<file path="config.mk">
export PLATFORM = sky130hd
export DESIGN_NAME = tty_line_editor_telnet_flat
export DESIGN_NICKNAME = d
export VERILOG_FILES = /design/src/hdl/tle_pkg.sv /design/src/hdl/tle_if.sv /design/src/hdl/tle_ctrl.sv /design/src/hdl/tle_datapath.sv /design/src/hdl/tty_line_editor_telnet.sv /design/src/flat_wrapper.sv
export SDC_FILE = /design/constraint.sdc
export NUM_CORES = 1
export LEC_CHECK = 0
export BUFFER_PORTS_ARGS = -buffer_cell sky130_fd_sc_hd__buf_2
export CORE_MARGIN = 5
export CORE_UTILIZATION = 30
export DETAILED_ROUTE_END_ITERATION = 10
export GPL_ROUTABILITY_DRIVEN = 0
export GPL_TIMING_DRIVEN = 0
export HOLD_SLACK_MARGIN = 0.06
export PLACE_DENSITY = 0.52
export SETUP_SLACK_MARGIN = 0.3
export SYNTH_ARGS = -nofsm -noshare
export SYNTH_HDL_FRONTEND = slang
export SYNTH_SLANG_ARGS = --single-unit
</file>
<file path="constraint.sdc">
create_clock -name clk -period 10.2 [get_ports clk]
set_clock_uncertainty 0.1 [all_clocks]
set_input_delay 1.53 -clock clk [delete_from_list [all_inputs] [get_ports clk]]
set_output_delay 1.53 -clock clk [all_outputs]
set_load 0.01 [all_outputs]
</file>
<file path="src/hdl/tle_pkg.sv">
package tle_pkg;

	// Default line store depth.
	localparam int LINE_DEPTH_DEF = 64;

	// Byte codes used by the editor.
	localparam logic [7:0] KEY_BS     = 8'h08;
	localparam logic [7:0] KEY_TAB    = 8'h09;
	localparam logic [7:0] KEY_LF     = 8'h0a;
	localparam logic [7:0] KEY_CR     = 8'h0d;
	localparam logic [7:0] KEY_CTLR   = 8'h12;
	localparam logic [7:0] KEY_CTLU   = 8'h15;
	localparam logic [7:0] KEY_CTLV   = 8'h16;
	localparam logic [7:0] KEY_CTLW   = 8'h17;
	localparam logic [7:0] KEY_SP     = 8'h20;
	localparam logic [7:0] KEY_RUBOUT = 8'h7f;
	localparam logic [7:0] BYTE_NUL   = 8'h00;
	localparam logic [7:0] IAC_BYTE   = 8'hff;

	// Telnet commands.
	localparam logic [7:0] TN_BRK  = 8'd243;
	localparam logic [7:0] TN_IP   = 8'd244;
	localparam logic [7:0] TN_AO   = 8'd245;
	localparam logic [7:0] TN_AYT  = 8'd246;
	localparam logic [7:0] TN_EC   = 8'd247;
	localparam logic [7:0] TN_EL   = 8'd248;
	localparam logic [7:0] TN_NONE = 8'd0;

	// Low five bits of the key that follows the escape byte.
	localparam logic [4:0] ESC_K_BRK  = 5'h02;
	localparam logic [4:0] ESC_K_IP   = 5'h03;
	localparam logic [4:0] ESC_K_AO   = 5'h0f;
	localparam logic [4:0] ESC_K_AYT  = 5'h14;
	localparam logic [4:0] ESC_K_EC   = 5'h08;
	localparam logic [4:0] ESC_K_EL   = 5'h15;
	localparam logic [4:0] ESC_K_CMD  = 5'h18;
	localparam logic [4:0] ESC_K_HELP = 5'h1f;

	// Configuration register indexes.
	localparam logic [1:0] CFG_ESCAPE = 2'd0;
	localparam logic [1:0] CFG_RAW    = 2'd1;
	localparam logic [1:0] CFG_CONV   = 2'd2;

	localparam logic [7:0] ESCAPE_RESET = 8'd29;

	// Pending substate between keys.
	typedef enum logic [1:0] {
		SUB_NONE = 2'd0,
		SUB_LIT  = 2'd1,
		SUB_ESC  = 2'd2
	} tle_sub_t;

	// Commands from the controller to the datapath.
	typedef struct packed {
		logic take;
		logic decode;
		logic put2;
		logic wprime;
		logic wstep;
		logic eval;
		logic load;
	} tle_cmd_t;

	// Status from the datapath to the controller.
	typedef struct packed {
		logic two_puts;
		logic word_erase;
		logic fill_zero;
		logic word_done;
		logic out_free;
		logic last_item;
	} tle_sts_t;

	// Telnet command for a key in the escape substate.
	function automatic logic [7:0] esc_command(input logic [4:0] k5);
		logic [7:0] r;
		case (k5)
			ESC_K_BRK: r = TN_BRK;
			ESC_K_IP:  r = TN_IP;
			ESC_K_AO:  r = TN_AO;
			ESC_K_AYT: r = TN_AYT;
			ESC_K_EC:  r = TN_EC;
			ESC_K_EL:  r = TN_EL;
			default:   r = TN_NONE;
		endcase
		return r;
	endfunction

	// Telnet command for a key in conversational cooked mode.
	function automatic logic [7:0] conv_command(input logic [6:0] k7);
		logic [7:0] r;
		case (k7)
			{2'b00, ESC_K_BRK}: r = TN_BRK;
			{2'b00, ESC_K_IP}:  r = TN_IP;
			{2'b00, ESC_K_AO}:  r = TN_AO;
			{2'b00, ESC_K_AYT}: r = TN_AYT;
			default:            r = TN_NONE;
		endcase
		return r;
	endfunction

	// Word separators: space, tab, LF, VT, FF and CR.
	function automatic logic is_space(input logic [7:0] b);
		return (b == KEY_SP) || ((b >= KEY_TAB) && (b <= KEY_CR));
	endfunction

endpackage

</file>
<file path="src/hdl/tle_if.sv">
// Keyboard byte channel.
interface tle_key_if;
	logic       valid;
	logic       ready;
	logic [7:0] key_byte;

	modport source (output valid, output key_byte, input ready);
	modport sink (input valid, input key_byte, output ready);
endinterface

// Result channel.
interface tle_res_if;
	logic       valid;
	logic       ready;
	logic [7:0] data_byte;
	logic       data_valid;
	logic       last_of_run;
	logic [6:0] erased_count;
	logic       go_command_mode;
	logic       show_help;
	logic       reprint_request;
	logic       line_pending;

	modport source (output valid, output data_byte, output data_valid, output last_of_run,
		output erased_count, output go_command_mode, output show_help,
		output reprint_request, output line_pending, input ready);
	modport sink (input valid, input data_byte, input data_valid, input last_of_run,
		input erased_count, input go_command_mode, input show_help,
		input reprint_request, input line_pending, output ready);
endinterface

// Configuration write channel.
interface tle_cfg_if;
	logic       valid;
	logic       ready;
	logic [1:0] index;
	logic [7:0] data;

	modport source (output valid, output index, output data, input ready);
	modport sink (input valid, input index, input data, output ready);
endinterface

</file>
<file path="src/hdl/tle_ctrl.sv">
module tle_ctrl import tle_pkg::*; (
	input  logic     clk,
	input  logic     arst_n,
	input  logic     key_valid,
	output logic     key_ready,
	input  tle_sts_t sts,
	output tle_cmd_t cmd
);

	typedef enum logic [6:0] {
		ST_IDLE   = 7'b0000001,
		ST_DECODE = 7'b0000010,
		ST_PUT2   = 7'b0000100,
		ST_WPRIME = 7'b0001000,
		ST_WSTEP  = 7'b0010000,
		ST_EVAL   = 7'b0100000,
		ST_EMIT   = 7'b1000000
	} state_t;

	state_t state_q, state_d;

	// State register.
	always_ff @(posedge clk or negedge arst_n) begin
		if (!arst_n) begin
			state_q <= ST_IDLE;
		end else begin
			state_q <= state_d;
		end
	end

	// Next state and commands.
	always_comb begin
		state_d   = state_q;
		cmd       = '0;
		key_ready = 1'b0;
		unique case (state_q)
			ST_IDLE: begin
				key_ready = 1'b1;
				if (key_valid) begin
					cmd.take = 1'b1;
					state_d  = ST_DECODE;
				end
			end
			ST_DECODE: begin
				cmd.decode = 1'b1;
				if (sts.two_puts) begin
					state_d = ST_PUT2;
				end else if (sts.word_erase) begin
					state_d = ST_WPRIME;
				end else begin
					state_d = ST_EVAL;
				end
			end
			ST_PUT2: begin
				cmd.put2 = 1'b1;
				state_d  = ST_EVAL;
			end
			ST_WPRIME: begin
				cmd.wprime = 1'b1;
				state_d    = sts.fill_zero ? ST_EVAL : ST_WSTEP;
			end
			ST_WSTEP: begin
				cmd.wstep = 1'b1;
				if (sts.word_done) begin
					state_d = ST_EVAL;
				end
			end
			ST_EVAL: begin
				cmd.eval = 1'b1;
				state_d  = ST_EMIT;
			end
			ST_EMIT: begin
				if (sts.out_free) begin
					cmd.load = 1'b1;
					if (sts.last_item) begin
						state_d = ST_IDLE;
					end
				end
			end
			default: begin
				state_d = ST_IDLE;
			end
		endcase
	end

endmodule

</file>
<file path="src/hdl/tle_datapath.sv">
module tle_datapath import tle_pkg::*; #(
	parameter int LINE_DEPTH = LINE_DEPTH_DEF
) (
	input  logic     clk,
	input  logic     arst_n,
	input  logic     key_valid,
	input  logic     key_ready,
	input  logic [7:0] key_byte,
	tle_res_if.source result,
	tle_cfg_if.sink   cfg,
	input  tle_cmd_t cmd,
	output tle_sts_t sts
);

	localparam int AW = $clog2(LINE_DEPTH);
	localparam int CW = $clog2(LINE_DEPTH + 1);
	localparam int XW = CW + 7;

	typedef enum logic [1:0] {
		ER_NONE,
		ER_ONE,
		ER_ALL,
		ER_WORD
	} erase_t;

	typedef struct packed {
		logic [1:0] put_cnt;
		logic [7:0] p0;
		logic [7:0] p1;
		logic       cap;
		logic       rel;
		logic       go;
		logic       hp;
		logic       rp;
		erase_t     er;
		tle_sub_t   nsub;
	} dec_t;

	// Configuration registers.
	logic [7:0] esc_char_q;
	logic       raw_q;
	logic       conv_q;

	// Item state.
	logic [7:0]    key_q;
	tle_sub_t      sub_q;
	logic [CW-1:0] fill_q;
	logic [CW-1:0] erased_q;
	logic          go_q, help_q, reprint_q;
	logic [7:0]    put1_q;
	logic          cap_q, rel_q, seen_q;
	logic [CW-1:0] n_q, idx_q;

	// Line store.
	logic [7:0]    mem [LINE_DEPTH];
	logic [7:0]    rdata_q;
	logic          wr_en, rd_en;
	logic [AW-1:0] wr_addr, rd_addr;
	logic [7:0]    wr_data;

	// Output register.
	logic          out_valid_q;
	logic [7:0]    out_byte_q;
	logic          out_dv_q, out_last_q, out_go_q, out_help_q, out_rp_q, out_pend_q;
	logic [6:0]    out_erased_q;

	dec_t          dec;
	tle_sub_t      eff_sub;
	logic [7:0]    k7b;
	logic [7:0]    esc_cmd, cnv_cmd;
	logic          fill_room;
	logic          rel_now;
	logic [XW-1:0] erased_x;

	// Configuration writes.
	assign cfg.ready = 1'b1;

	always_ff @(posedge clk or negedge arst_n) begin
		if (!arst_n) begin
			esc_char_q <= ESCAPE_RESET;
			raw_q      <= 1'b0;
			conv_q     <= 1'b0;
		end else if (cfg.valid) begin
			unique case (cfg.index)
				CFG_ESCAPE: esc_char_q <= cfg.data;
				CFG_RAW:    raw_q      <= cfg.data[0];
				CFG_CONV:   conv_q     <= cfg.data[0];
				default: ;
			endcase
		end
	end

	// Key decode, evaluated in the decode cycle.
	assign k7b     = {1'b0, key_q[6:0]};
	assign esc_cmd = esc_command(key_q[4:0]);
	assign cnv_cmd = conv_command(key_q[6:0]);

	always_comb begin
		eff_sub = sub_q;
		if ((sub_q == SUB_ESC) && !raw_q) begin
			eff_sub = SUB_NONE;
		end
		if ((sub_q == SUB_LIT) && raw_q) begin
			eff_sub = SUB_NONE;
		end
	end

	always_comb begin
		dec         = '0;
		dec.p0      = key_q;
		dec.er      = ER_NONE;
		dec.nsub    = SUB_NONE;
		if (eff_sub == SUB_LIT) begin
			dec.put_cnt = 2'd1;
			dec.cap     = 1'b1;
		end else if (eff_sub == SUB_ESC) begin
			dec.rel = 1'b1;
			if (key_q == esc_char_q) begin
				dec.put_cnt = 2'd1;
			end else if (esc_cmd != TN_NONE) begin
				dec.put_cnt = 2'd2;
				dec.p0      = IAC_BYTE;
				dec.p1      = esc_cmd;
			end else if (key_q[4:0] == ESC_K_CMD) begin
				dec.go = 1'b1;
			end else if (key_q[4:0] == ESC_K_HELP) begin
				dec.hp = 1'b1;
			end
		end else if (raw_q) begin
			if (key_q == esc_char_q) begin
				dec.nsub = SUB_ESC;
			end else begin
				dec.rel = 1'b1;
				if (key_q == KEY_CR) begin
					dec.put_cnt = 2'd2;
					dec.p1      = BYTE_NUL;
				end else if (key_q == IAC_BYTE) begin
					dec.put_cnt = 2'd2;
					dec.p1      = IAC_BYTE;
				end else begin
					dec.put_cnt = 2'd1;
				end
			end
		end else if (conv_q && (key_q == esc_char_q)) begin
			dec.er = ER_ALL;
			dec.go = 1'b1;
		end else if (conv_q && (k7b == KEY_CTLV)) begin
			dec.nsub = SUB_LIT;
		end else if (conv_q && (cnv_cmd != TN_NONE)) begin
			dec.put_cnt = 2'd2;
			dec.p0      = IAC_BYTE;
			dec.p1      = cnv_cmd;
			dec.rel     = 1'b1;
		end else begin
			unique case (k7b) inside
				KEY_CR, KEY_LF: begin
					dec.put_cnt = 2'd2;
					dec.p0      = KEY_CR;
					dec.p1      = KEY_LF;
					dec.rel     = 1'b1;
				end
				KEY_RUBOUT, KEY_BS: dec.er   = ER_ONE;
				KEY_CTLR:           dec.rp   = 1'b1;
				KEY_CTLU:           dec.er   = ER_ALL;
				KEY_CTLV:           dec.nsub = SUB_LIT;
				KEY_CTLW:           dec.er   = ER_WORD;
				default: begin
					dec.put_cnt = 2'd1;
					dec.cap     = 1'b1;
				end
			endcase
		end
	end

	// Status toward the controller.
	assign fill_room      = fill_q < CW'(LINE_DEPTH);
	assign sts.two_puts   = dec.put_cnt == 2'd2;
	assign sts.word_erase = dec.er == ER_WORD;
	assign sts.fill_zero  = fill_q == '0;
	assign sts.word_done  = (is_space(rdata_q) && seen_q) || (fill_q == CW'(1));
	assign sts.out_free   = !out_valid_q || result.ready;
	assign sts.last_item  = (n_q == '0) || ((idx_q + CW'(1)) == n_q);
	assign rel_now        = rel_q || (cap_q && (fill_q >= CW'(LINE_DEPTH - 1)));

	// Line store ports.
	always_comb begin
		wr_en   = 1'b0;
		wr_data = dec.p0;
		wr_addr = fill_q[AW-1:0];
		if (cmd.decode && (dec.put_cnt != 2'd0) && fill_room) begin
			wr_en = 1'b1;
		end
		if (cmd.put2 && fill_room) begin
			wr_en   = 1'b1;
			wr_data = put1_q;
		end
	end

	always_comb begin
		rd_en   = 1'b0;
		rd_addr = '0;
		if (cmd.wprime && !sts.fill_zero) begin
			rd_en   = 1'b1;
			rd_addr = AW'(fill_q - CW'(1));
		end
		if (cmd.wstep && !sts.word_done) begin
			rd_en   = 1'b1;
			rd_addr = AW'(fill_q - CW'(2));
		end
		if (cmd.eval) begin
			rd_en = 1'b1;
		end
		if (cmd.load && !sts.last_item) begin
			rd_en   = 1'b1;
			rd_addr = AW'(idx_q + CW'(1));
		end
	end

	always_ff @(posedge clk) begin
		if (wr_en) begin
			mem[wr_addr] <= wr_data;
		end
		if (rd_en) begin
			rdata_q <= mem[rd_addr];
		end
	end

	// Captured key.
	always_ff @(posedge clk) begin
		if (cmd.take && key_valid && key_ready) begin
			key_q <= key_byte;
		end
	end

	// Per-key flags and deferred second byte.
	always_ff @(posedge clk) begin
		if (cmd.decode) begin
			put1_q    <= dec.p1;
			cap_q     <= dec.cap;
			rel_q     <= dec.rel;
			go_q      <= dec.go;
			help_q    <= dec.hp;
			reprint_q <= dec.rp;
		end
		if (cmd.wprime) begin
			seen_q <= 1'b0;
		end else if (cmd.wstep && !is_space(rdata_q)) begin
			seen_q <= 1'b1;
		end
	end

	// Fill count, substate, erase count and release bookkeeping.
	always_ff @(posedge clk or negedge arst_n) begin
		if (!arst_n) begin
			fill_q   <= '0;
			sub_q    <= SUB_NONE;
			erased_q <= '0;
			n_q      <= '0;
			idx_q    <= '0;
		end else begin
			if (cmd.decode) begin
				sub_q <= dec.nsub;
				unique case (dec.er)
					ER_ONE: begin
						if (!sts.fill_zero) begin
							fill_q   <= fill_q - CW'(1);
							erased_q <= CW'(1);
						end else begin
							erased_q <= '0;
						end
					end
					ER_ALL: begin
						fill_q   <= '0;
						erased_q <= fill_q;
					end
					default: begin
						erased_q <= '0;
						if ((dec.put_cnt != 2'd0) && fill_room) begin
							fill_q <= fill_q + CW'(1);
						end
					end
				endcase
			end
			if (cmd.put2 && fill_room) begin
				fill_q <= fill_q + CW'(1);
			end
			if (cmd.wstep) begin
				fill_q   <= fill_q - CW'(1);
				erased_q <= erased_q + CW'(1);
			end
			if (cmd.eval) begin
				idx_q <= '0;
				n_q   <= rel_now ? fill_q : '0;
				if (rel_now) begin
					fill_q <= '0;
				end
			end
			if (cmd.load) begin
				idx_q <= idx_q + CW'(1);
			end
		end
	end

	// Output register.
	assign erased_x = XW'(erased_q);

	always_ff @(posedge clk or negedge arst_n) begin
		if (!arst_n) begin
			out_valid_q <= 1'b0;
		end else if (cmd.load) begin
			out_valid_q <= 1'b1;
		end else if (result.ready) begin
			out_valid_q <= 1'b0;
		end
	end

	always_ff @(posedge clk) begin
		if (cmd.load) begin
			out_byte_q   <= (n_q != '0) ? rdata_q : BYTE_NUL;
			out_dv_q     <= n_q != '0;
			out_last_q   <= sts.last_item;
			out_erased_q <= erased_x[6:0];
			out_go_q     <= go_q;
			out_help_q   <= help_q;
			out_rp_q     <= reprint_q;
			out_pend_q   <= !sts.fill_zero;
		end
	end

	assign result.valid           = out_valid_q;
	assign result.data_byte       = out_byte_q;
	assign result.data_valid      = out_dv_q;
	assign result.last_of_run     = out_last_q;
	assign result.erased_count    = out_erased_q;
	assign result.go_command_mode = out_go_q;
	assign result.show_help       = out_help_q;
	assign result.reprint_request = out_rp_q;
	assign result.line_pending    = out_pend_q;

	// The line never holds more than the store depth.
	a_fill_bound: assert property (@(posedge clk) disable iff (!arst_n)
		fill_q <= CW'(LINE_DEPTH))
		else $error("fill count beyond store depth");

	// A result is loaded only when the output register can take it.
	a_load_free: assert property (@(posedge clk) disable iff (!arst_n)
		cmd.load |-> (!out_valid_q || result.ready))
		else $error("output register overwritten");

	// Each erase-word step removes a byte that is really held.
	a_wstep_fill: assert property (@(posedge clk) disable iff (!arst_n)
		cmd.wstep |-> (fill_q != '0))
		else $error("erase word step on empty line");

	// The second byte of a pair follows its decode cycle.
	a_put2_order: assert property (@(posedge clk) disable iff (!arst_n)
		cmd.put2 |-> $past(cmd.decode))
		else $error("second byte without decode");

endmodule

</file>
<file path="src/hdl/tty_line_editor_telnet.sv">
// Keyboard line discipline for a telnet-style session.
// Channels: key carries one keyboard byte per transaction; result carries the
// released bytes of that key, one transaction per byte, with last_of_run on the
// final one, or a single transaction with data_valid low when nothing is
// released. cfg writes escape_char (index 0), raw_select (1) and
// conversation_on (2); it is always ready and should be used while idle.
// Sequence: a key is taken in the idle state and decoded in the next cycle;
// a two-byte append then writes its second byte in the put2 state, and every
// key passes an evaluation state before its first result is loaded into the
// output register. Erase word walks the line store backward, one byte per
// cycle. Released bytes stream out of the single-port line store at one byte
// per cycle while the receiver is ready.
// The next key is taken as soon as the last result sits in the output
// register. When the receiver stalls, the output register holds its
// transaction and the block waits before loading the next result.
// Reset empties the line, clears any pending substate and restores the
// configuration defaults; line store contents are not cleared.
module tty_line_editor_telnet import tle_pkg::*; #(
	parameter int LINE_DEPTH = LINE_DEPTH_DEF
) (
	input  logic      clk,
	input  logic      arst_n,
	tle_key_if.sink   key,
	tle_res_if.source result,
	tle_cfg_if.sink   cfg
);

	tle_cmd_t cmd;
	tle_sts_t sts;

	// Controller.
	tle_ctrl u_ctrl (
		.clk       (clk),
		.arst_n    (arst_n),
		.key_valid (key.valid),
		.key_ready (key.ready),
		.sts       (sts),
		.cmd       (cmd)
	);

	// Datapath with line store and output register.
	tle_datapath #(
		.LINE_DEPTH (LINE_DEPTH)
	) u_datapath (
		.clk       (clk),
		.arst_n    (arst_n),
		.key_valid (key.valid),
		.key_ready (key.ready),
		.key_byte  (key.key_byte),
		.result    (result),
		.cfg       (cfg),
		.cmd       (cmd),
		.sts       (sts)
	);

endmodule

</file>
<file path="src/flat_wrapper.sv">
// flat-port wrapper written by rule: the top's interface ports become plain ports
module tty_line_editor_telnet_flat import tle_pkg::*;
#(
	parameter int LINE_DEPTH = LINE_DEPTH_DEF
)
  (clk, arst_n, key_valid, key_key_byte, key_ready, result_valid, result_data_byte, result_data_valid, result_last_of_run, result_erased_count, result_go_command_mode, result_show_help, result_reprint_request, result_line_pending, result_ready, cfg_valid, cfg_index, cfg_data, cfg_ready);
  tle_key_if key_i ();
  tle_res_if result_i ();
  tle_cfg_if cfg_i ();
  input  logic clk;
  input  logic arst_n;
  input wire logic [$bits(key_i.valid)-1:0] key_valid;
  input wire logic [$bits(key_i.key_byte)-1:0] key_key_byte;
  output wire logic [$bits(key_i.ready)-1:0] key_ready;
  output wire logic [$bits(result_i.valid)-1:0] result_valid;
  output wire logic [$bits(result_i.data_byte)-1:0] result_data_byte;
  output wire logic [$bits(result_i.data_valid)-1:0] result_data_valid;
  output wire logic [$bits(result_i.last_of_run)-1:0] result_last_of_run;
  output wire logic [$bits(result_i.erased_count)-1:0] result_erased_count;
  output wire logic [$bits(result_i.go_command_mode)-1:0] result_go_command_mode;
  output wire logic [$bits(result_i.show_help)-1:0] result_show_help;
  output wire logic [$bits(result_i.reprint_request)-1:0] result_reprint_request;
  output wire logic [$bits(result_i.line_pending)-1:0] result_line_pending;
  input wire logic [$bits(result_i.ready)-1:0] result_ready;
  input wire logic [$bits(cfg_i.valid)-1:0] cfg_valid;
  input wire logic [$bits(cfg_i.index)-1:0] cfg_index;
  input wire logic [$bits(cfg_i.data)-1:0] cfg_data;
  output wire logic [$bits(cfg_i.ready)-1:0] cfg_ready;
  assign key_i.valid = key_valid;
  assign key_i.key_byte = key_key_byte;
  assign key_ready = key_i.ready;
  assign result_valid = result_i.valid;
  assign result_data_byte = result_i.data_byte;
  assign result_data_valid = result_i.data_valid;
  assign result_last_of_run = result_i.last_of_run;
  assign result_erased_count = result_i.erased_count;
  assign result_go_command_mode = result_i.go_command_mode;
  assign result_show_help = result_i.show_help;
  assign result_reprint_request = result_i.reprint_request;
  assign result_line_pending = result_i.line_pending;
  assign result_i.ready = result_ready;
  assign cfg_i.valid = cfg_valid;
  assign cfg_i.index = cfg_index;
  assign cfg_i.data = cfg_data;
  assign cfg_ready = cfg_i.ready;
  tty_line_editor_telnet #(.LINE_DEPTH(LINE_DEPTH)) u_core (.clk(clk), .arst_n(arst_n), .key(key_i), .result(result_i), .cfg(cfg_i));
endmodule
</file>
==> flow_metrics.py, run 1 <==
metrics = {
    "clocking": {
        "cts.clk_slew.worst_paths_ps": 60,
        "htree_levels": 3,
        "cts_setup_buffers": 0,
        "clockBufferDepth": 3,
        "cts_resized": 0,
        "cts_made_buffers": 68,
        "clk_latency_ps": 620,
        "cts_sinks": 608,
        "cts_tree": "yes",
        "cts_hold_buf": 0,
        "cts_root_buf": "clkbuf_16",
    },
    "min_path": {
        "min_delay_path_depth": 0,
        "hold_end": "u_core.u_datapath.result.show_help",
        "hold_start": "u_core.u_datapath.help_q",
        "hold_path.class": "register to register",
    },
    "global_route": {
        "grt_start_max_net_pins": 65,
        "antenna_found_initial": 1,
        "overflow": 0,
        "grt_pass1_vias": 16685,
        "grt_pass1_wl_um": 112000,
        "track_usage_pct": 15.9,
    },
    "setup_path": {
        "setup.worst_path.start": "u_core.u_datapath.fill_q[1]",
        "criticalPathCategory": "register to register",
        "crit_fanout": 10,
        "regToRegEndpoint": "u_core.u_datapath.rdata_q[3]",
        "crit_chain": "clkbuf_1, inv_1, ha_1, clkbuf_1, nand4b_1, nand2_2, o32a_1, o21a_1, buf_2, buf_2, buf_1, a311oi_1, nor4_1, nor4_1",
        "worstPathArrival_ps": 6200,
        "rr_worst_depth": 14,
        "cp_slowest_stage_delay_ps": 790,
        "reg2reg_slack_ps": 4210,
        "cp_slowest_cell": "nor4_1",
        "crit_path_start_kind": "register",
        "cp-end-kind": "register",
        "required_ps": 10400,
        "r2r_start": "u_core.u_datapath.fill_q[1]",
    },
    "die": {
        "dieArea_um2": 94100,
        "io_pins": 47,
        "chipHeight_um": 307,
        "initial_utilization_pct": 30.3,
        "die_x_um": 307,
        "fp-row-count": 108,
        "core_area_um2": 87000,
    },
    "power_and_ir_drop": {
        "power_mw": 6.24,
        "ir_drop_mv": 0.131,
        "pwr_density_cell_nw_per_um2": 204,
        "leakage_nw": 11.3,
    },
    "run": {
        "cap_violations": 0,
    },
    "drt": {
        "drt_iter0_drc": 1816,
        "wl_um": 76500,
        "firstDrtPassIters": 8,
        "wl_per_cell_um": 23.4,
        "drc": 0,
        "ant_nets": 0,
        "drt-vias-per-instance": 5.23,
        "vias": 17095,
    },
    "yosys": {
        "synth_top_area_share_pct": 63.6,
        "yosysTopAreaCell": "edfxtp_1",
        "synth_common_cells": "edfxtp_1, nand2_1, mux2i_1",
        "synthesis.nets": 1973,
        "synthArstFlopShare_pct": 7.89,
        "synth_area_leaders": "edfxtp_1, mux2i_1, nand2_1, dfrtp_1, mux2_2",
        "ys_ff_latch": 608,
        "yosys_warnings": 0,
        "synth_seq_area_share_pct": 68.2,
        "synth.cell_area_um2": 26400,
        "ys.flop_type": "edfxtp_1",
        "yosys.cell_count.top_type": "edfxtp_1",
        "synth_cell_types": 83,
        "avgSynthCellArea_um2": 13.6,
        "synth_edf_count": 559,
        "synthCells": 1937,
    },
    "timing": {
        "setup_viol": 0,
        "min_period_over_period_pct": 58.8,
        "fin_setup_tns_ps": 0,
        "slew_headroom_pct": 10.9,
        "hold_viol": 0,
        "slew_violations": 0,
        "hold_ws_ps": 317,
        "min_period_ps": 5990,
        "worst_pin_slew_ps": 1330,
        "rsz0062_at_grt": "no",
        "fmax_mhz": 167,
    },
    "placement": {
        "hpwl_um": 52700,
        "port_buffers": 45,
    },
    "layout": {
        "drive_gt1_share_pct": 14.7,
        "postLayoutCoreUtil_pct": 35.2,
        "layout.nets": 2097,
        "synthToLayoutAreaGrowth_pct": 15.9,
    },
    "run_status": {
        "outcome": "finished, final reports clean",
    },
}
cells in the final DEF (no fill, tap or decap), types with 11 or more instances in the layout:
master,n
nor2_1,121
mux2_2,62
nor4_1,26
a21oi_1,40
ha_1,13
nor2b_1,13
clkbuf_1,61
xnor2_1,19
o21ai_0,41
clkinv_1,12
a311oi_1,63
edfxtp_1,559
clkinv_2,11
clkbuf_16,69
inv_1,14
nand3_1,28
nor3_1,14
buf_2,80
buf_4,18
and3_1,67
nand2_1,317
and2_1,11
mux2i_1,150
o22ai_1,25
dfrtp_1,43
worst max-delay path by stage:
stage / to / slack, ps / cells after the start
6_report: u_core.u_datapath.rdata_q[3] / 4210 / 14
5_1_grt: u_core.u_datapath.rdata_q[3] / 3930 / 14
4_1_cts: u_core.u_datapath.rdata_q[4] / 4170 / 12
3_5_place_dp: u_core.u_datapath.rdata_q[4] / 3490 / 12
3_3_place_gp: u_core.u_datapath.mem[36][1] / -110 / 9
2_1_floorplan: u_core.u_datapath.mem[0][1] / 5100 / 9
layout make-up:
| type | count | area, um^2 |
|---|---|---|
| diodes | 1 | 2.50 |
| plain buffers | 116 | 571 |
| repair buffers | 54 | 420 |
| inverters | 17 | 63.8 |
| well taps | 1155 | 1450 |
| clock inverters | 40 | 450 |
| clock buffers | 82 | 1810 |
| multi-input cells | 1196 | 7830 |
| flip-flops and latches | 608 | 18000 |
| fillers | 8398 | 56400 |
critical path, delay by kind of cell, from the launching register on:
| kind | cells | cell delay, ps |
|---|---|---|
| DFF | 1 | 420 |
| adders and majority gates | 1 | 170 |
| buffers and inverters | 6 | 2190 |
| and+or+nand+nor | 4 | 1890 |
| AOI/OAI and AO/OA | 3 | 890 |
state kept, by name, summed over array words and instances (netlist names), 2 cells and up:
register and cells:
u_core.u_datapath.esc_char_q 8, u_core.u_datapath.mem 512, u_core.u_datapath.result.data_byte 8, u_core.u_datapath.key_q 8, u_core.u_datapath.n_q 7, u_core.u_datapath.erased_q 7, u_core.u_datapath.result.erased_count 7, u_core.u_datapath.put1_q 5
u_core.u_datapath.idx_q 7, u_core.u_ctrl.state_q 7, u_core.u_datapath.rdata_q 8, u_core.u_datapath.fill_q 7, u_core.u_datapath.sub_q 2
layer usage:
layer | wire, um | part of all wire [%] | track usage [%] | up-vias
li1 | - | - | - | 7622
met1 | 32900 | 43 | 21.9 | 8608
met2 | 35900 | 47 | 26.0 | 734
met3 | 5600 | 7.3 | 2.84 | 129
met4 | 2180 | 2.8 | 4.42 | 2
met5 | 11 | 0.014 | 0 | -
cells by family after synthesis:
| kind of cell | synth area share, % |
|---|---|
| simple gates | 11.6 |
| flops | 68.2 |
| compound gates | 7.79 |
| mux | 8.33 |
| buf+inv | 2.40 |
| xor+xnor | 0.981 |
| fa+ha+maj | 0.616 |
| other cells | 0.0142 |
where the power goes:
group,internal [mW],switching [mW]
clock network,1.45,1.03
registers,2.92,0.0566
logic,0.222,0.557
total,4.60,1.64
through the flow:
stage | setup slack [ps] | area (um^2) | std cells
5_1_grt | 3930 | 30600 | 3268
2_1_floorplan | 5100 | 26400 | 1937
3_3_place_gp | -109 | 28100 | 3137
3_5_place_dp | 3490 | 28300 | 3146
6_report | 4210 | 30600 | 3269
4_1_cts | 4170 | 30600 | 3268
Note: power is estimated with default switching activity, not from simulation.
==> inputs of run 2 (changes only) <==
--- a/config.mk
+++ b/config.mk
@@ -5,6 +5,7 @@
 export SDC_FILE = /design/constraint.sdc
 export NUM_CORES = 1
 export LEC_CHECK = 0
+export ABC_AREA = 1
 export BUFFER_PORTS_ARGS = -buffer_cell sky130_fd_sc_hd__buf_2
 export CORE_MARGIN = 5
 export CORE_UTILIZATION = 30
@@ -12,7 +13,7 @@
 export GPL_ROUTABILITY_DRIVEN = 0
 export GPL_TIMING_DRIVEN = 0
 export HOLD_SLACK_MARGIN = 0.06
-export PLACE_DENSITY = 0.52
+export PLACE_DENSITY = 0.54
 export SETUP_SLACK_MARGIN = 0.3
 export SYNTH_ARGS = -nofsm -noshare
 export SYNTH_HDL_FRONTEND = slang
==> constraint.sdc (replaced) <==
create_clock -name clk -period 5.3 [get_ports clk]
set_clock_uncertainty 0.1 [all_clocks]
set_input_delay 0.795 -clock clk [delete_from_list [all_inputs] [get_ports clk]]
set_output_delay 0.795 -clock clk [all_outputs]
set_load 0.01 [all_outputs]
==> run 2 against run 1 <==
The run now ends with max-capacitance violations, max-slew violations left. Sequential power grew 96%. Flip-flop and latch count is the same. Critical endpoint is now u_core.u_datapath.rdata_q[1]. Highest routed layer is now met4. Worst setup slack lost 3800 ps. Critical path depth grew 4. Design area grew 6.2%. Die area grew 6.6%. Final cell count grew 30%. Largest cell class unchanged.
==> flow_metrics.py, run 2 <==
metrics = {
    "timing": {
        "finalWorstSetupSlack_ps": 410,
        "fmax_mhz": 205,
        "setup_viol": 0,
        "slew_headroom_pct": -0.230,
        "hold_ws_ps": 268,
        "slew_violations": 1,
        "fin_setup_tns_ps": 0,
        "rsz0062_at_grt": "no",
        "worst_pin_slew_ps": 1500,
        "min_period_over_period_pct": 92.3,
        "hold_viol": 0,
        "min_period_ps": 4890,
    },
    "placement": {
        "postPlaceCellArea_um2": 30300,
        "place_ws_ps": 398,
        "hpwl_um": 64200,
        "dp.cells": 4134,
        "port_buffers": 45,
    },
    "setup_path": {
        "required_ps": 5510,
        "cp-end-kind": "register",
        "rr_worst_depth": 18,
        "worstPathArrival_ps": 5100,
        "cp_slowest_stage_delay_ps": 770,
        "crit_path_start_kind": "register",
        "cp_slowest_cell": "clkdlybuf4s15_1",
        "criticalPathCategory": "register to register",
        "crit_chain": "inv_1, ha_1, nand2_1, nor2_1, nand2_1, nor2_2, nor2_1, inv_1, o21ai_0, nand2_1, o21ai_1, inv_2, clkdlybuf4s15_1, nand3_1, nand3_1, nand3_1, nand3_1, nand2_1",
        "crit_fanout": 10,
    },
    "global_route": {
        "overflow": 0,
        "grt_pass1_vias": 20119,
        "grt_start_max_net_pins": 65,
        "antenna_found_initial": 1,
        "top_usage_layer": "met2",
        "use_met1_pct": 25.3,
        "track_usage_pct": 18.7,
        "grt_pass1_wl_um": 137000,
        "met3_usage_pct": 3.86,
        "use_met2_pct": 29.6,
    },
    "drt": {
        "firstDrtPassIters": 5,
        "wl_um": 95300,
        "drt_iter0_drc": 2523,
        "drc": 0,
        "vias": 21219,
        "wl_per_cell_um": 22.4,
        "drt-vias-per-instance": 4.98,
        "ant_nets": 0,
    },
    "yosys": {
        "ys_ff_latch": 608,
        "synth_common_cells": "nand3_1, edfxtp_1, nand2_1",
        "synthCells": 2821,
        "yosys.cell_count.top_type": "nand3_1",
        "yosysTopAreaCell": "edfxtp_1",
        "synthArstFlopShare_pct": 7.89,
        "ys.flop_type": "edfxtp_1",
        "synth.cell_area_um2": 28200,
        "avgSynthCellArea_um2": 10.0,
        "synth_top_area_share_pct": 59.5,
        "synth_area_leaders": "edfxtp_1, nand3_1, nand2_1, inv_1, dfrtp_1",
        "synth_cell_types": 48,
        "synthesis.nets": 2857,
        "synth_edf_count": 559,
        "synth_seq_area_share_pct": 63.8,
        "yosys_warnings": 0,
    },
    "die": {
        "initial_utilization_pct": 30.2,
        "core_area_um2": 93300,
        "chipHeight_um": 317,
        "die_x_um": 317,
        "io_pins": 47,
        "dieArea_um2": 100000,
        "fp-row-count": 112,
    },
    "layout": {
        "stdcell_area_um2": 32500,
        "multi_input_area_um2": 7760,
        "finalNonFillerCells": 4261,
        "antenna_cells": 0,
        "postLayoutCoreUtil_pct": 34.8,
        "regMostFlops": "u_core.u_datapath.mem",
        "drive_gt1_share_pct": 9.98,
        "final_cell_mix": "nand3_1, edfxtp_1, nand2_1",
        "largest_reg_flops": 512,
        "fillers": 9534,
        "seq_area_um2": 18000,
        "layout_commonest_cell": "nand3_1",
        "synthToLayoutAreaGrowth_pct": 15.1,
        "layout.nets": 2990,
    },
    "run_status": {
        "outcome": "finished, violations left",
        "violations": "max-capacitance violations, max-slew violations",
    },
    "power_and_ir_drop": {
        "pwr_density_cell_nw_per_um2": 378,
        "ir_drop_mv": 0.241,
        "leakage_nw": 13.1,
        "power_mw": 12.3,
    },
    "run": {
        "cap_violations": 1,
    },
    "min_path": {
        "hold_path.class": "primary input to register",
        "min_delay_path_depth": 1,
    },
    "clocking": {
        "cts.clk_slew.worst_paths_ps": 60,
        "cts_setup_buffers": 0,
        "cts_made_buffers": 71,
        "clockBufferDepth": 3,
        "clk_latency_ps": 620,
        "htree_levels": 3,
        "cts_tree": "yes",
        "cts_root_buf": "clkbuf_16",
        "cts_sinks": 608,
    },
}
==> run 2: logic make-up after synthesis <==
family / count (synthesis) / synth area share (%)
other cells: 1 / 0.0133
fa+ha+maj: 13 / 0.577
compound gates: 129 / 2.57
xor+xnor: 22 / 0.683
simple gates: 1417 / 23.1
buf+inv: 624 / 8.95
flops: 608 / 63.8
mux: 7 / 0.279
==> run 2: worst paths after layout <==
kind                                        startpoint                                       end  slack [ps]
max in group asynchronous                       arst_n           u_core.u_datapath.esc_char_q[7]        4050
setup / recovery           u_core.u_datapath.fill_q[1]              u_core.u_datapath.rdata_q[1]         410
hold / removal                         key_key_byte[0]                u_core.u_datapath.key_q[0]         270
min in group asynchronous                       arst_n             u_core.u_datapath.erased_q[4]         330
setup reg to reg           u_core.u_datapath.fill_q[1]              u_core.u_datapath.rdata_q[1]         410
hold reg to reg            u_core.u_datapath.reprint_q  u_core.u_datapath.result.reprint_request         330
==> run 2: repair_timing <==
action | in CTS | in global routing
resized for setup | 0 | 4
hold buffers | 0 | 0
setup endpoints to repair | 0 | 8
==> run 2: layout make-up <==
cell class | instances | area share, %
inverters | 490 | 5.68
clock inverters | 31 | 0.582
repair buffers | 60 | 1.50
well taps | 1254 | 4.83
clock buffers | 95 | 5.94
multi-input cells | 1589 | 23.9
flip-flops and latches | 608 | 55.4
plain buffers | 134 | 2.13
==> run 2: layer usage <==
layer  share of wire, %  vias up
met5                  0        -
met4                4.4        0
met3                9.1      203
met2                 45      995
met1                 41    10329
li1                   -     9692
==> run 2: where the power goes <==
group / switching, mW / internal, mW / leakage (nW) / total, mW
combinational: 1.44 / 0.458 / 6.39 / 1.90
clock: 1.97 / 2.60 / 1.03 / 4.57
sequential: 0.113 / 5.71 / 5.65 / 5.83
==> run 2: worst max-delay path, delay by kind of cell (launching register included) <==
kind	cells	cell delay, ps
AOI/OAI and AO/OA	2	240
DFF	1	470
and+or+nand+nor	11	1910
adders and majority gates	1	260
buffers and inverters	4	1600
